**config.mk**
```make
export PLATFORM = sky130hd
export DESIGN_NAME = uart_bootloader_host_sequencer
export DESIGN_NICKNAME = d
export VERILOG_FILES = /design/src/rtl/core/ubhs_pkg.sv /design/src/rtl/core/uart_bootloader_host_sequencer.sv /design/src/rtl/core/ubhs_ram.sv /design/src/rtl/core/ubhs_core.sv
export VERILOG_INCLUDE_DIRS = /design/src /design/src/rtl/core
export SDC_FILE = /design/constraint.sdc
export NUM_CORES = 2
export LEC_CHECK = 0
export ABC_AREA = 1
export BUFFER_PORTS_ARGS = -buffer_cell sky130_fd_sc_hd__buf_2
export CORE_MARGIN = 3
export CORE_UTILIZATION = 60
export CTS_CLUSTER_DIAMETER = 40
export DETAILED_ROUTE_END_ITERATION = 10
export PLACE_DENSITY = 0.76
export REMOVE_ABC_BUFFERS = 1
export SLEW_MARGIN = 15
export SYNTH_ARGS = -nofsm -noshare
export SYNTH_HDL_FRONTEND = slang
export SYNTH_SLANG_ARGS = --single-unit
```
**constraint.sdc**
```tcl
create_clock -name aclk -period 5.9 [get_ports aclk]
set_input_delay 1.18 -clock aclk [delete_from_list [all_inputs] [get_ports aclk]]
set_output_delay 1.18 -clock aclk [all_outputs]
set_load 0.02 [all_outputs]
```
**src/rtl/core/uart_bootloader_host_sequencer_assert.svh**
```systemverilog
// Assertion macros for the UART bootloader host sequencer.
// Included by the modules that carry concurrent assertions; no other dependencies.
`ifndef UART_BOOTLOADER_HOST_SEQUENCER_ASSERT_SVH
`define UART_BOOTLOADER_HOST_SEQUENCER_ASSERT_SVH
`ifndef SYNTHESIS
// A property that must hold at every clock edge outside reset.
`define UBHS_ASSERT_CLK(lbl, clk, rstn, prop, msg) \
    lbl: assert property (@(posedge clk) disable iff (!rstn) prop) else $error(msg);
// A condition in one cycle that forces another in the following cycle.
`define UBHS_ASSERT_NEXT(lbl, clk, rstn, pre, post, msg) \
    lbl: assert property (@(posedge clk) disable iff (!rstn) pre |=> post) else $error(msg);
`else
`define UBHS_ASSERT_CLK(lbl, clk, rstn, prop, msg)
`define UBHS_ASSERT_NEXT(lbl, clk, rstn, pre, post, msg)
`endif
`endif

```
**src/rtl/core/ubhs_pkg.sv**
```systemverilog
// Shared types, codes and constants of the UART bootloader host sequencer.
// No dependencies; used by ubhs_core and the top level.
package ubhs_pkg;

    localparam int IDX_W               = 9;
    localparam int BLOCK_BYTES_DEFAULT = 256;
    localparam int S_TDATA_W           = 24;
    localparam int S_TUSER_W           = 3;
    localparam int M_TDATA_W           = 72;
    localparam logic [31:0] FLASH_BASE_RESET = 32'h0800_0000;

    localparam logic [7:0] ACK_BYTE   = 8'h79;
    localparam logic [7:0] NACK_BYTE  = 8'h1F;
    localparam logic [7:0] ID_PREFIX  = 8'h01;
    localparam logic [7:0] FILL_BYTE  = 8'hFF;
    localparam logic [7:0] ZERO_BYTE  = 8'h00;

    // Event kinds of an input item.
    localparam logic [2:0] CMD_START    = 3'd0;
    localparam logic [2:0] CMD_RX       = 3'd1;
    localparam logic [2:0] CMD_TIMEOUT  = 3'd2;
    localparam logic [2:0] CMD_TX_READY = 3'd3;
    localparam logic [2:0] CMD_LOAD     = 3'd4;

    // Operations.
    localparam logic [2:0] OP_CONNECT   = 3'd0;
    localparam logic [2:0] OP_VERSION   = 3'd1;
    localparam logic [2:0] OP_CHIP_ID   = 3'd2;
    localparam logic [2:0] OP_UNPROTECT = 3'd3;
    localparam logic [2:0] OP_ERASE     = 3'd4;
    localparam logic [2:0] OP_EXT_ERASE = 3'd5;
    localparam logic [2:0] OP_WRITE     = 3'd6;
    localparam logic [2:0] OP_GO        = 3'd7;

    // Completion status codes.
    localparam logic [1:0] ST_OK       = 2'd0;
    localparam logic [1:0] ST_COMM     = 2'd1;
    localparam logic [1:0] ST_CONN     = 2'd2;
    localparam logic [1:0] ST_NOT_CONN = 2'd3;

    typedef enum logic [3:0] {
        PH_IDLE,
        PH_TX_CMD,
        PH_W_CONN,
        PH_W_ACK1,
        PH_W_TOTAL,
        PH_W_VBYTES,
        PH_W_ONE,
        PH_W_VH,
        PH_W_VL,
        PH_W_ACKEND,
        PH_TX_ERASE,
        PH_TX_EXT,
        PH_TX_ADDR,
        PH_W_ACK_ADDR,
        PH_TX_DATA
    } phase_t;

    typedef struct packed {
        logic [2:0] cmd;
        logic [2:0] operation;
        logic [7:0] rx_value;
        logic [7:0] payload_byte;
        logic       restart_address;
    } item_t;

    // Last member sits in the lowest bits, matching the m_tdata layout.
    typedef struct packed {
        logic [31:0] next_address;
        logic [15:0] device_id;
        logic [3:0]  version_minor;
        logic [3:0]  version_major;
        logic        busy_res;
        logic [1:0]  status;
        logic        op_done;
        logic [7:0]  tx_value;
        logic        tx_valid;
    } result_t;

    typedef struct packed {
        logic   valid;
        logic   last;
        logic [7:0] data;
        phase_t after;
    } send_t;

    function automatic logic [7:0] op_code(input logic [2:0] op);
        logic [7:0] code;
        case (op)
            OP_CONNECT:   code = 8'h7F;
            OP_VERSION:   code = 8'h00;
            OP_CHIP_ID:   code = 8'h02;
            OP_UNPROTECT: code = 8'h73;
            OP_ERASE:     code = 8'h43;
            OP_EXT_ERASE: code = 8'h44;
            OP_WRITE:     code = 8'h31;
            OP_GO:        code = 8'h21;
            default:      code = 8'h00;
        endcase
        return code;
    endfunction

endpackage

```
**src/rtl/core/uart_bootloader_host_sequencer.sv**
```systemverilog
// An accepted item waits in the input register until the core moves its result into m_tdata.
// Throughput: one item per cycle while m_tready is high; a result held back by m_tready keeps
// the item behind it in the input register, and s_tready stays low until the result is taken.
// The event logic between the input register and the result register is one short pass.
// Reset (aresetn low, synchronous) empties both registers, returns to idle and disconnected,
// and reloads the flash base; the block buffer is not cleared, so no sweep follows reset.
//
// Top level of the UART bootloader host sequencer: stream channels, config port and
// assertions. Depends on ubhs_pkg, ubhs_core and the assertion macro header.
`include "uart_bootloader_host_sequencer_assert.svh"

module uart_bootloader_host_sequencer
    import ubhs_pkg::*;
#(
    parameter int BLOCK_BYTES = BLOCK_BYTES_DEFAULT
) (
    input  logic                 aclk,
    input  logic                 aresetn,

    // Configuration: the flash base address register.
    input  logic                 cfg_we,
    input  logic [31:0]          cfg_wdata,

    // Input items.
    input  logic                 s_tvalid,
    output logic                 s_tready,
    // From bit 0: operation[2:0], rx_value[10:3], payload_byte[18:11],
    // restart_address[19], zero fill [23:20].
    input  logic [S_TDATA_W-1:0] s_tdata,
    // From bit 0: cmd[2:0].
    input  logic [S_TUSER_W-1:0] s_tuser,

    // Result items.
    output logic                 m_tvalid,
    input  logic                 m_tready,
    // From bit 0: tx_valid[0], tx_value[8:1], op_done[9], status[11:10],
    // busy_res[12], version_major[16:13], version_minor[20:17],
    // device_id[36:21], next_address[68:37], zero fill [71:69].
    output logic [M_TDATA_W-1:0] m_tdata
);

    localparam int RES_W = $bits(result_t);

    // The input register holds one accepted item until the core consumes it.
    logic    in_valid_reg, in_valid_next;
    item_t   in_item_reg;
    // The result register holds the last produced result until it is taken.
    logic    out_valid_reg, out_valid_next;
    result_t res_reg;

    logic    advance;
    logic    s_fire;
    item_t   s_item;
    result_t res;

    // The core consumes the held item whenever the result register is free or
    // is being emptied in this same cycle.
    assign advance  = in_valid_reg && (!out_valid_reg || m_tready);
    assign s_tready = !in_valid_reg || advance;
    assign s_fire   = s_tvalid && s_tready;

    always_comb begin
        s_item.cmd             = s_tuser[2:0];
        s_item.operation       = s_tdata[2:0];
        s_item.rx_value        = s_tdata[10:3];
        s_item.payload_byte    = s_tdata[18:11];
        s_item.restart_address = s_tdata[19];
    end

    assign in_valid_next  = s_fire || (in_valid_reg && !advance);
    assign out_valid_next = advance || (out_valid_reg && !m_tready);

    always_ff @(posedge aclk) begin
        if (!aresetn) begin
            in_valid_reg  <= 1'b0;
            out_valid_reg <= 1'b0;
        end else begin
            in_valid_reg  <= in_valid_next;
            out_valid_reg <= out_valid_next;
        end
    end

    // Payload registers carry no reset.
    always_ff @(posedge aclk) begin
        if (s_fire) begin
            in_item_reg <= s_item;
        end
        if (advance) begin
            res_reg <= res;
        end
    end

    ubhs_core #(
        .BLOCK_BYTES (BLOCK_BYTES)
    ) u_core (
        .aclk      (aclk),
        .aresetn   (aresetn),
        .advance   (advance),
        .item      (in_item_reg),
        .cfg_we    (cfg_we),
        .cfg_wdata (cfg_wdata),
        .result    (res)
    );

    assign m_tvalid = out_valid_reg;
    assign m_tdata  = {(M_TDATA_W - RES_W)'(0), res_reg};

    // A transmitted byte always leaves an operation in progress behind it.
    `UBHS_ASSERT_CLK(a_tx_while_busy, aclk, aresetn, out_valid_reg && res_reg.tx_valid |-> res_reg.busy_res, "tx byte reported with the sequencer idle")
    // An operation that reports completion must leave the sequencer idle.
    `UBHS_ASSERT_CLK(a_done_idle, aclk, aresetn, out_valid_reg && res_reg.op_done |-> !res_reg.busy_res, "op_done reported while still busy")
    // Every item consumed by the core shows up as a held result.
    `UBHS_ASSERT_NEXT(a_advance_result, aclk, aresetn, advance, out_valid_reg, "consumed item produced no result")
    // A result appears only after the core consumed an item.
    `UBHS_ASSERT_CLK(a_result_source, aclk, aresetn, $rose(out_valid_reg) |-> $past(advance), "result appeared without a consumed item")

endmodule

```
**src/rtl/core/ubhs_ram.sv**
```systemverilog
// Generic single-port-write, single-port-read RAM with a registered read.
// Standalone; used by ubhs_core for the block data buffer.
module ubhs_ram #(
    parameter int WIDTH = 8,
    parameter int DEPTH = 256
) (
    input  logic                                   aclk,
    input  logic                                   we,
    input  logic [(DEPTH > 1 ? $clog2(DEPTH) : 1)-1:0] waddr,
    input  logic [WIDTH-1:0]                       wdata,
    input  logic [(DEPTH > 1 ? $clog2(DEPTH) : 1)-1:0] raddr,
    output logic [WIDTH-1:0]                       rdata
);

    logic [WIDTH-1:0] mem [DEPTH];
    logic [WIDTH-1:0] rdata_reg;

    always_ff @(posedge aclk) begin
        if (we) begin
            mem[waddr] <= wdata;
        end
        rdata_reg <= mem[raddr];
    end

    assign rdata = rdata_reg;

endmodule

```
**src/rtl/core/ubhs_core.sv**
```systemverilog
// Protocol state and single-pass event logic of the bootloader host sequencer.
// Depends on ubhs_pkg and ubhs_ram (block data buffer).
module ubhs_core
    import ubhs_pkg::*;
#(
    parameter int BLOCK_BYTES = BLOCK_BYTES_DEFAULT
) (
    input  logic        aclk,
    input  logic        aresetn,
    input  logic        advance,
    input  item_t       item,
    input  logic        cfg_we,
    input  logic [31:0] cfg_wdata,
    output result_t     result
);

    localparam int CNT_W  = $clog2(BLOCK_BYTES + 1);
    localparam int ADDR_W = (BLOCK_BYTES > 1) ? $clog2(BLOCK_BYTES) : 1;

    phase_t             phase_reg, phase_next;
    logic [2:0]         active_op_reg, active_op_next;
    logic               connected_reg, connected_next;
    logic [31:0]        write_address_reg, write_address_next;
    logic [IDX_W-1:0]   byte_index_reg, byte_index_next;
    logic [7:0]         running_xor_reg, running_xor_next;
    logic [CNT_W-1:0]   block_count_reg, block_count_next;
    logic [IDX_W-1:0]   rx_remaining_reg, rx_remaining_next;
    logic [7:0]         version_value_reg, version_value_next;
    logic [15:0]        id_value_reg, id_value_next;
    logic [1:0]         status_reg, status_next;
    logic [31:0]        flash_base_reg;

    // Send selection and the byte it produces.
    logic               sel_open;
    phase_t             sel_phase;
    logic               sel_txr;
    phase_t             send_phase;
    logic [IDX_W-1:0]   send_idx;
    logic [7:0]         send_xor;
    logic [2:0]         send_op;
    send_t              snd;

    logic [IDX_W-1:0]   cnt_ext;
    logic [IDX_W-1:0]   cnt_m1;
    logic [IDX_W-1:0]   send_len;
    logic [IDX_W-1:0]   send_idx_inc;
    logic [31:0]        addr_sel;
    logic [7:0]         addr_byte;

    logic               rx_ack;
    logic [7:0]         vbytes_xor;
    logic [IDX_W-1:0]   rem_dec;
    logic               fin;
    logic [1:0]         fin_status;
    logic               conn_tx;
    logic               load_we;

    logic [IDX_W-1:0]   rd_index;
    logic [ADDR_W-1:0]  ram_raddr;
    logic [7:0]         ram_rdata;

    assign rx_ack  = (item.rx_value == ACK_BYTE);
    assign cnt_ext = IDX_W'(block_count_reg);
    assign cnt_m1  = cnt_ext - IDX_W'(1);

    // Which transmit group, if any, this item feeds: a fresh group opened by a
    // start or an ACK, or the next byte of the current group on a tx-ready.
    always_comb begin
        sel_open  = 1'b0;
        sel_phase = PH_IDLE;
        sel_txr   = 1'b0;
        case (item.cmd)
            CMD_START: begin
                if (phase_reg == PH_IDLE && item.operation != OP_CONNECT && connected_reg
                    && !(item.operation == OP_WRITE && block_count_reg == '0)) begin
                    sel_open  = 1'b1;
                    sel_phase = PH_TX_CMD;
                end
            end
            CMD_RX: begin
                if (phase_reg == PH_W_ACK1 && rx_ack) begin
                    if (active_op_reg == OP_ERASE) begin
                        sel_open  = 1'b1;
                        sel_phase = PH_TX_ERASE;
                    end else if (active_op_reg == OP_EXT_ERASE) begin
                        sel_open  = 1'b1;
                        sel_phase = PH_TX_EXT;
                    end else if (!(active_op_reg inside {OP_VERSION, OP_CHIP_ID,
                                                          OP_UNPROTECT})) begin
                        sel_open  = 1'b1;
                        sel_phase = PH_TX_ADDR;
                    end
                end else if (phase_reg == PH_W_ACK_ADDR && rx_ack
                             && active_op_reg == OP_WRITE) begin
                    sel_open  = 1'b1;
                    sel_phase = PH_TX_DATA;
                end
            end
            CMD_TX_READY: begin
                sel_txr = 1'b1;
            end
            default: begin
                sel_txr = 1'b0;
            end
        endcase
    end

    assign send_phase   = sel_open ? sel_phase : phase_reg;
    assign send_idx     = sel_open ? '0 : byte_index_reg;
    assign send_xor     = sel_open ? 8'h00 : running_xor_reg;
    assign send_op      = (item.cmd == CMD_START) ? item.operation : active_op_reg;
    assign send_idx_inc = send_idx + IDX_W'(1);
    assign addr_sel     = (send_op == OP_WRITE) ? write_address_reg : flash_base_reg;

    always_comb begin
        case (send_idx[1:0])
            2'd0:    addr_byte = addr_sel[31:24];
            2'd1:    addr_byte = addr_sel[23:16];
            2'd2:    addr_byte = addr_sel[15:8];
            default: addr_byte = addr_sel[7:0];
        endcase
    end

    // Byte generator for the transmit groups.
    always_comb begin
        snd.valid = sel_open | sel_txr;
        snd.data  = 8'h00;
        snd.after = PH_W_ACKEND;
        send_len  = IDX_W'(2);
        case (send_phase)
            PH_TX_CMD: begin
                snd.data  = (send_idx == '0) ? op_code(send_op) : ~op_code(send_op);
                snd.after = PH_W_ACK1;
            end
            PH_TX_ERASE: begin
                snd.data = (send_idx == '0) ? FILL_BYTE : ZERO_BYTE;
            end
            PH_TX_EXT: begin
                snd.data = (send_idx < IDX_W'(2)) ? FILL_BYTE : ZERO_BYTE;
                send_len = IDX_W'(3);
            end
            PH_TX_ADDR: begin
                snd.data  = (send_idx < IDX_W'(4)) ? addr_byte : send_xor;
                send_len  = IDX_W'(5);
                snd.after = PH_W_ACK_ADDR;
            end
            PH_TX_DATA: begin
                if (send_idx == '0) begin
                    snd.data = cnt_m1[7:0];
                end else if (send_idx <= cnt_ext) begin
                    snd.data = ram_rdata;
                end else begin
                    snd.data = send_xor;
                end
                send_len = cnt_ext + IDX_W'(2);
            end
            default: begin
                snd.valid = 1'b0;
            end
        endcase
        snd.last = (send_idx_inc >= send_len);
    end

    assign vbytes_xor = (byte_index_reg == '0) ? item.rx_value : running_xor_reg;
    assign rem_dec    = (rx_remaining_reg != '0) ? rx_remaining_reg - IDX_W'(1)
                                                 : rx_remaining_reg;

    // Next-state logic.
    always_comb begin
        phase_next         = phase_reg;
        active_op_next     = active_op_reg;
        connected_next     = connected_reg;
        write_address_next = write_address_reg;
        byte_index_next    = byte_index_reg;
        running_xor_next   = running_xor_reg;
        block_count_next   = block_count_reg;
        rx_remaining_next  = rx_remaining_reg;
        version_value_next = version_value_reg;
        id_value_next      = id_value_reg;
        status_next        = status_reg;
        fin                = 1'b0;
        fin_status         = ST_OK;
        conn_tx            = 1'b0;
        load_we            = 1'b0;

        if (snd.valid) begin
            running_xor_next = send_xor ^ snd.data;
            byte_index_next  = send_idx_inc;
            phase_next       = snd.last ? snd.after : send_phase;
        end

        case (item.cmd)
            CMD_START: begin
                if (phase_reg == PH_IDLE) begin
                    active_op_next    = item.operation;
                    rx_remaining_next = '0;
                    if (item.operation == OP_CONNECT) begin
                        conn_tx    = 1'b1;
                        phase_next = PH_W_CONN;
                    end else if (!connected_reg) begin
                        fin        = 1'b1;
                        fin_status = ST_NOT_CONN;
                    end else if (item.operation == OP_WRITE) begin
                        if (item.restart_address) begin
                            write_address_next = flash_base_reg;
                        end
                        if (block_count_reg == '0) begin
                            fin        = 1'b1;
                            fin_status = ST_OK;
                        end
                    end
                end
            end
            CMD_RX: begin
                case (phase_reg)
                    PH_W_CONN: begin
                        connected_next = rx_ack || (item.rx_value == NACK_BYTE);
                        fin            = 1'b1;
                        fin_status     = connected_next ? ST_OK : ST_CONN;
                    end
                    PH_W_ACK1: begin
                        if (!rx_ack) begin
                            fin        = 1'b1;
                            fin_status = ST_COMM;
                        end else if (active_op_reg == OP_VERSION) begin
                            phase_next = PH_W_TOTAL;
                        end else if (active_op_reg == OP_CHIP_ID) begin
                            phase_next = PH_W_ONE;
                        end else if (active_op_reg == OP_UNPROTECT) begin
                            phase_next = PH_W_ACKEND;
                        end
                    end
                    PH_W_TOTAL: begin
                        rx_remaining_next = IDX_W'(item.rx_value) + IDX_W'(1);
                        byte_index_next   = '0;
                        phase_next        = PH_W_VBYTES;
                    end
                    PH_W_VBYTES: begin
                        running_xor_next  = vbytes_xor;
                        byte_index_next   = byte_index_reg + IDX_W'(1);
                        rx_remaining_next = rem_dec;
                        if (rem_dec == '0) begin
                            version_value_next = vbytes_xor;
                            phase_next         = PH_W_ACKEND;
                        end
                    end
                    PH_W_ONE: begin
                        if (item.rx_value != ID_PREFIX) begin
                            fin        = 1'b1;
                            fin_status = ST_COMM;
                        end else begin
                            phase_next = PH_W_VH;
                        end
                    end
                    PH_W_VH: begin
                        running_xor_next = item.rx_value;
                        phase_next       = PH_W_VL;
                    end
                    PH_W_VL: begin
                        rx_remaining_next = IDX_W'(item.rx_value);
                        phase_next        = PH_W_ACKEND;
                    end
                    PH_W_ACK_ADDR: begin
                        if (!rx_ack) begin
                            fin        = 1'b1;
                            fin_status = ST_COMM;
                        end else if (active_op_reg != OP_WRITE) begin
                            fin        = 1'b1;
                            fin_status = ST_OK;
                        end
                    end
                    PH_W_ACKEND: begin
                        fin = 1'b1;
                        if (!rx_ack) begin
                            fin_status = ST_COMM;
                        end else begin
                            fin_status = ST_OK;
                            if (active_op_reg == OP_CHIP_ID) begin
                                id_value_next = {running_xor_reg, rx_remaining_reg[7:0]};
                            end
                            if (active_op_reg == OP_WRITE) begin
                                write_address_next = write_address_reg
                                                     + 32'(block_count_reg);
                                block_count_next   = '0;
                            end
                        end
                    end
                    default: begin
                        fin = 1'b0;
                    end
                endcase
            end
            CMD_TIMEOUT: begin
                if (phase_reg == PH_W_CONN) begin
                    connected_next = 1'b0;
                    fin            = 1'b1;
                    fin_status     = ST_CONN;
                end else if (phase_reg == PH_W_ACKEND && active_op_reg == OP_EXT_ERASE) begin
                    fin = 1'b0;
                end else if (phase_reg inside {PH_W_ACK1, PH_W_TOTAL, PH_W_VBYTES, PH_W_ONE,
                                               PH_W_VH, PH_W_VL, PH_W_ACK_ADDR,
                                               PH_W_ACKEND}) begin
                    fin        = 1'b1;
                    fin_status = ST_COMM;
                end
            end
            CMD_LOAD: begin
                if (phase_reg == PH_IDLE && block_count_reg < CNT_W'(BLOCK_BYTES)) begin
                    load_we          = 1'b1;
                    block_count_next = block_count_reg + CNT_W'(1);
                end
            end
            default: begin
                fin = 1'b0;
            end
        endcase

        if (fin) begin
            phase_next  = PH_IDLE;
            status_next = fin_status;
        end
    end

    // Result fields, taken from the state as it stands after this item.
    always_comb begin
        result.tx_valid      = snd.valid | conn_tx;
        result.tx_value      = conn_tx ? op_code(OP_CONNECT)
                                       : (snd.valid ? snd.data : 8'h00);
        result.op_done       = fin;
        result.status        = status_next;
        result.busy_res      = (phase_next != PH_IDLE);
        result.version_major = version_value_next[7:4];
        result.version_minor = version_value_next[3:0];
        result.device_id     = id_value_next;
        result.next_address  = write_address_next;
    end

    always_ff @(posedge aclk) begin
        if (!aresetn) begin
            phase_reg         <= PH_IDLE;
            active_op_reg     <= OP_CONNECT;
            connected_reg     <= 1'b0;
            write_address_reg <= FLASH_BASE_RESET;
            byte_index_reg    <= '0;
            running_xor_reg   <= 8'h00;
            block_count_reg   <= '0;
            rx_remaining_reg  <= '0;
            version_value_reg <= 8'h00;
            id_value_reg      <= 16'h0000;
            status_reg        <= ST_OK;
            flash_base_reg    <= FLASH_BASE_RESET;
        end else begin
            if (advance) begin
                phase_reg         <= phase_next;
                active_op_reg     <= active_op_next;
                connected_reg     <= connected_next;
                write_address_reg <= write_address_next;
                byte_index_reg    <= byte_index_next;
                running_xor_reg   <= running_xor_next;
                block_count_reg   <= block_count_next;
                rx_remaining_reg  <= rx_remaining_next;
                version_value_reg <= version_value_next;
                id_value_reg      <= id_value_next;
                status_reg        <= status_next;
            end
            if (cfg_we) begin
                flash_base_reg <= cfg_wdata;
            end
        end
    end

    // The buffer is read one item ahead: the address is the entry that the
    // next data byte of the group will need, so the registered read is ready.
    assign rd_index  = (advance ? byte_index_next : byte_index_reg) - IDX_W'(1);
    assign ram_raddr = rd_index[ADDR_W-1:0];

    ubhs_ram #(
        .WIDTH (8),
        .DEPTH (BLOCK_BYTES)
    ) u_block_ram (
        .aclk  (aclk),
        .we    (advance & load_we),
        .waddr (block_count_reg[ADDR_W-1:0]),
        .wdata (item.payload_byte),
        .raddr (ram_raddr),
        .rdata (ram_rdata)
    );

endmodule

```
==> impl_results.md <==
- Commonest non-fill, non-tap cell in the layout: nand2_1
- Power Dens Cells: 365 nW/um^2
- Placed instance area: 105000 um^2
- Post-route cell area: 114000 um^2
- Crit Reg-Reg Endpoint: u_core.u_block_ram.rdata[4]$_DFF_P_
- Hold violation count in the final report: 0
- Via count: 74500
- Hold Crit Class: reg -> reg
- CP Class: reg -> reg
- Remaining DRCs: 0
- Main combinational cell family by area after synthesis: simple AND/OR/NAND/NOR gates
- Global-route wire length before repair: 434000 um
- Synth area leaders: edfxtp_1, nand2_1, nand3_1, nand3b_1, inv_1
- DR WL/cell: 23.7 um
- Netlist cell types: 58
- Post-synth top area share: 63.1%
- Synth Register Bits: 2283
- Mapped Area: 102000 um^2
- Top_reg_cell synth: edfxtp_1
- Post-synth top area cell: edfxtp_1
- Post-Route Skew: 68.9 ps
- Router iterations before antenna repair: 8
- Share of layout cells above drive strength 1: 8.60%
- Tcrit/Tclk final: 92.5%
- Grt ovf: 0
- Area grow syn2layout: 12.3%
- CTS Hold Bufs: 0
- Slew headroom: 20.5%
- Clock latency on the worst-skew pair: 940 ps
- Final setup vio count: 0
- Post-synthesis xor/xnor area fraction: 0.360%
- # port buffers: 130
- Min Tclk post-route: 5460 ps
- Max Cap Viol: 0
- Synth Area in Compound Gates: 3.67%
- Final nets: 9858
- CP Max Fanout: 56
- Leak: 0.0441 uW
- Vias in the first global route: 71100
- Largest net degree at the start of global routing: 204
- Max IR drop VDD: 351 uV
- Die H: 418 um
- H-tree depth: 5
- Most flops, register: u_core.u_block_ram.mem
- Max frequency: 183 MHz
- Clock-pin slew on the worst setup and hold paths: 60 ps
- Initial Util: 60.6%
- Post-cts resize count: 0
- Count of boundary I/O pins: 138
- Post-CTS setup buffers: 0
- CTS tree: yes
- RR Startpoint: in_item_reg[10]$_DFFE_PP_
- Hold EP: u_core.rx_remaining_reg[8]$_SDFFE_PN0P_
- # clock sinks: 2283
- Most frequent cells in the layout: nand2_1, edfxtp_1, nand3_1, inv_1, nand3b_1
- Worst hold start: u_core.rx_remaining_reg[8]$_SDFFE_PN0P_
- Most used cell, CP: nand3_1
- Root Driver: clkbuf_16
- CP endpoint kind: register
- Die X: 418 um
- Worst R2R Setup Slack: 440 ps
- CP Launch Type: register
- Asr flop ratio synth: 0%
- GPL Wtd Cong: 0.948
- Hold Path Depth: 2
- Simple-gate portion of the synthesized area: 23.4%
- Worst-Margin Slew: 1190 ps
- Number of flops mapped to enable cells by yosys: 2140
- Die ar.: 175000 um^2
- Synth Area in Adders: 0.622%
- Worst path max stage delay: 410 ps
- Worst path slowest cell: edfxtp_1
- Cts bufs inserted: 311
- Antenna viol nets, final: 0
- Gr usage total: 32.6%
- Filler cells: 11900
- Max-slew violation count: 0
- Post-DR vias/cell: 6.12
- Row count: 150
- Multiplexer share of the synthesized area: 0.0111%
- DP HPWL: 166000 um
- Worst path required time: 6700 ps
- RSZ-0062 raised after global routing: no
- Yosys warnings: 0
- Run status: finished clean
- Drt total wl: 289000 um
- Seq/Total Area, Yosys: 65.9%
- Initial antenna violation count: 2
- Starting DRT DRC Count: 10500
- CORE AREA: 168000 um^2
- CP Data Arrival Time: 6250 ps
- Synth Area per Inst: 10.5 um^2
- Cells after synthesis: 9742
- Hold slack: 469 ps
- Worst reg2reg path depth: 31
- Worst-case clock buffer depth: 4
- Max reg flops: 2048
[critical path: cells and delay by family (launching register included)]
| family | cells | cell delay [ps] |
|---|---|---|
| fa+ha+maj | 3 | 670 |
| buf+inv | 7 | 1140 |
| flops | 1 | 410 |
| simple gates | 21 | 3030 |
[layer usage]
| metal | global-route usage, % | vias to the layer above | wire (um) |
|---|---|---|---|
| li1 | - | 33500 | - |
| met1 | 44.8 | 35500 | 110000 |
| met2 | 50.7 | 4654 | 134000 |
| met3 | 6.33 | 788 | 31200 |
| met4 | 15.5 | 4 | 13900 |
| met5 | 0 | - | 26 |
[kinds of logic (layout without fill, tap and decap cells)]
group | Yosys count | in the layout
adders and majority gates | 50 | 50
other | 1 | 6
buffers and inverters | 1534 | 1755
muxes | 1 | 1
DFF | 2283 | 2283
xor gates and xnor gates | 38 | 38
and+or+nand+nor | 5205 | 5205
AOI/OAI and AO/OA | 630 | 630
[Yosys cell counts (2+ instances only)]
library cell	count
xnor2_2	2
nand2_4	3
buf_2	223
buf_1	40
o32ai_1	2
o21a_1	2
xor2_1	28
o211ai_1	123
buf_6	8
nor2_4	3
a211oi_1	4
nand4_1	19
inv_2	20
clkinv_1	4
a31oi_1	14
nor2_2	10
o22ai_1	15
or2_2	5
inv_1	901
nor3_1	40
o21ai_1	13
nor2_1	444
and3_1	2
edfxtp_1	2140
o21ai_0	230
a32oi_1	5
buf_4	15
xnor2_1	7
clkbuf_1	322
nand2_2	14
dfxtp_1	143
a21oi_1	165
nand3b_1	482
o31ai_1	4
nand3_2	4
o2111ai_1	9
o221ai_1	33
nand2_1	2451
nand3_1	1712
a22oi_1	4
o21ai_2	2
nor4_1	11
ha_1	49
[through the flow]
stage / setup TNS (ps) / std cells / total power [uW] / worst slack, ps / util (%)
4_1_cts: 0 / 12200 / 41700 / 142 / 68.1
6_report: 0 / 12200 / 41800 / 444 / 68.1
3_3_place_gp: 0 / 11600 / 24100 / 260 / 62.3
5_1_grt: 0 / 12200 / 43000 / 125 / 68.1
2_1_floorplan: -404130 / 9136 / 22200 / -46900 / -
3_5_place_dp: 0 / 11600 / 24200 / 169 / 62.3
[layout make-up]
type                       count  area, um^2  share of cell area (%)
sequential                  2283       67100                    58.7
multi-input combinational   5927       28700                    25.1
clock buffer                 348        7950                    6.95
inverter                     926        3510                    3.07
tap                         2204        2760                    2.41
timing repair buffer         295        2520                    2.20
clock inverter               186        1780                    1.55
antenna                        3        7.51                 0.00657
[power by group]
group / internal (uW) / total, uW / switching, uW / leakage (uW)
Combinational: 1590 / 6090 / 4490 / 0.0189
Sequential: 17800 / 18000 / 142 / 0.0205
Clock: 10600 / 17700 / 7100 / 0.00471
[how the worst max path moves through the flow]
| stage | start | endpoint | cells past startpoint |
|---|---|---|---|
| after floorplan | m_tready | u_core.u_block_ram.rdata[4]$_DFF_P_ | 16 |
| after global placement | in_item_reg[10]$_DFFE_PP_ | m_tdata[12]$_DFFE_PP_ | 32 |
| after detailed placement | in_item_reg[10]$_DFFE_PP_ | m_tdata[12]$_DFFE_PP_ | 32 |
| after CTS | in_item_reg[10]$_DFFE_PP_ | m_tdata[12]$_DFFE_PP_ | 32 |
| after global routing | in_item_reg[10]$_DFFE_PP_ | m_tdata[12]$_DFFE_PP_ | 31 |
| final | in_item_reg[10]$_DFFE_PP_ | u_core.u_block_ram.rdata[4]$_DFF_P_ | 31 |
Note: power is estimated with default switching activity, not from simulation.
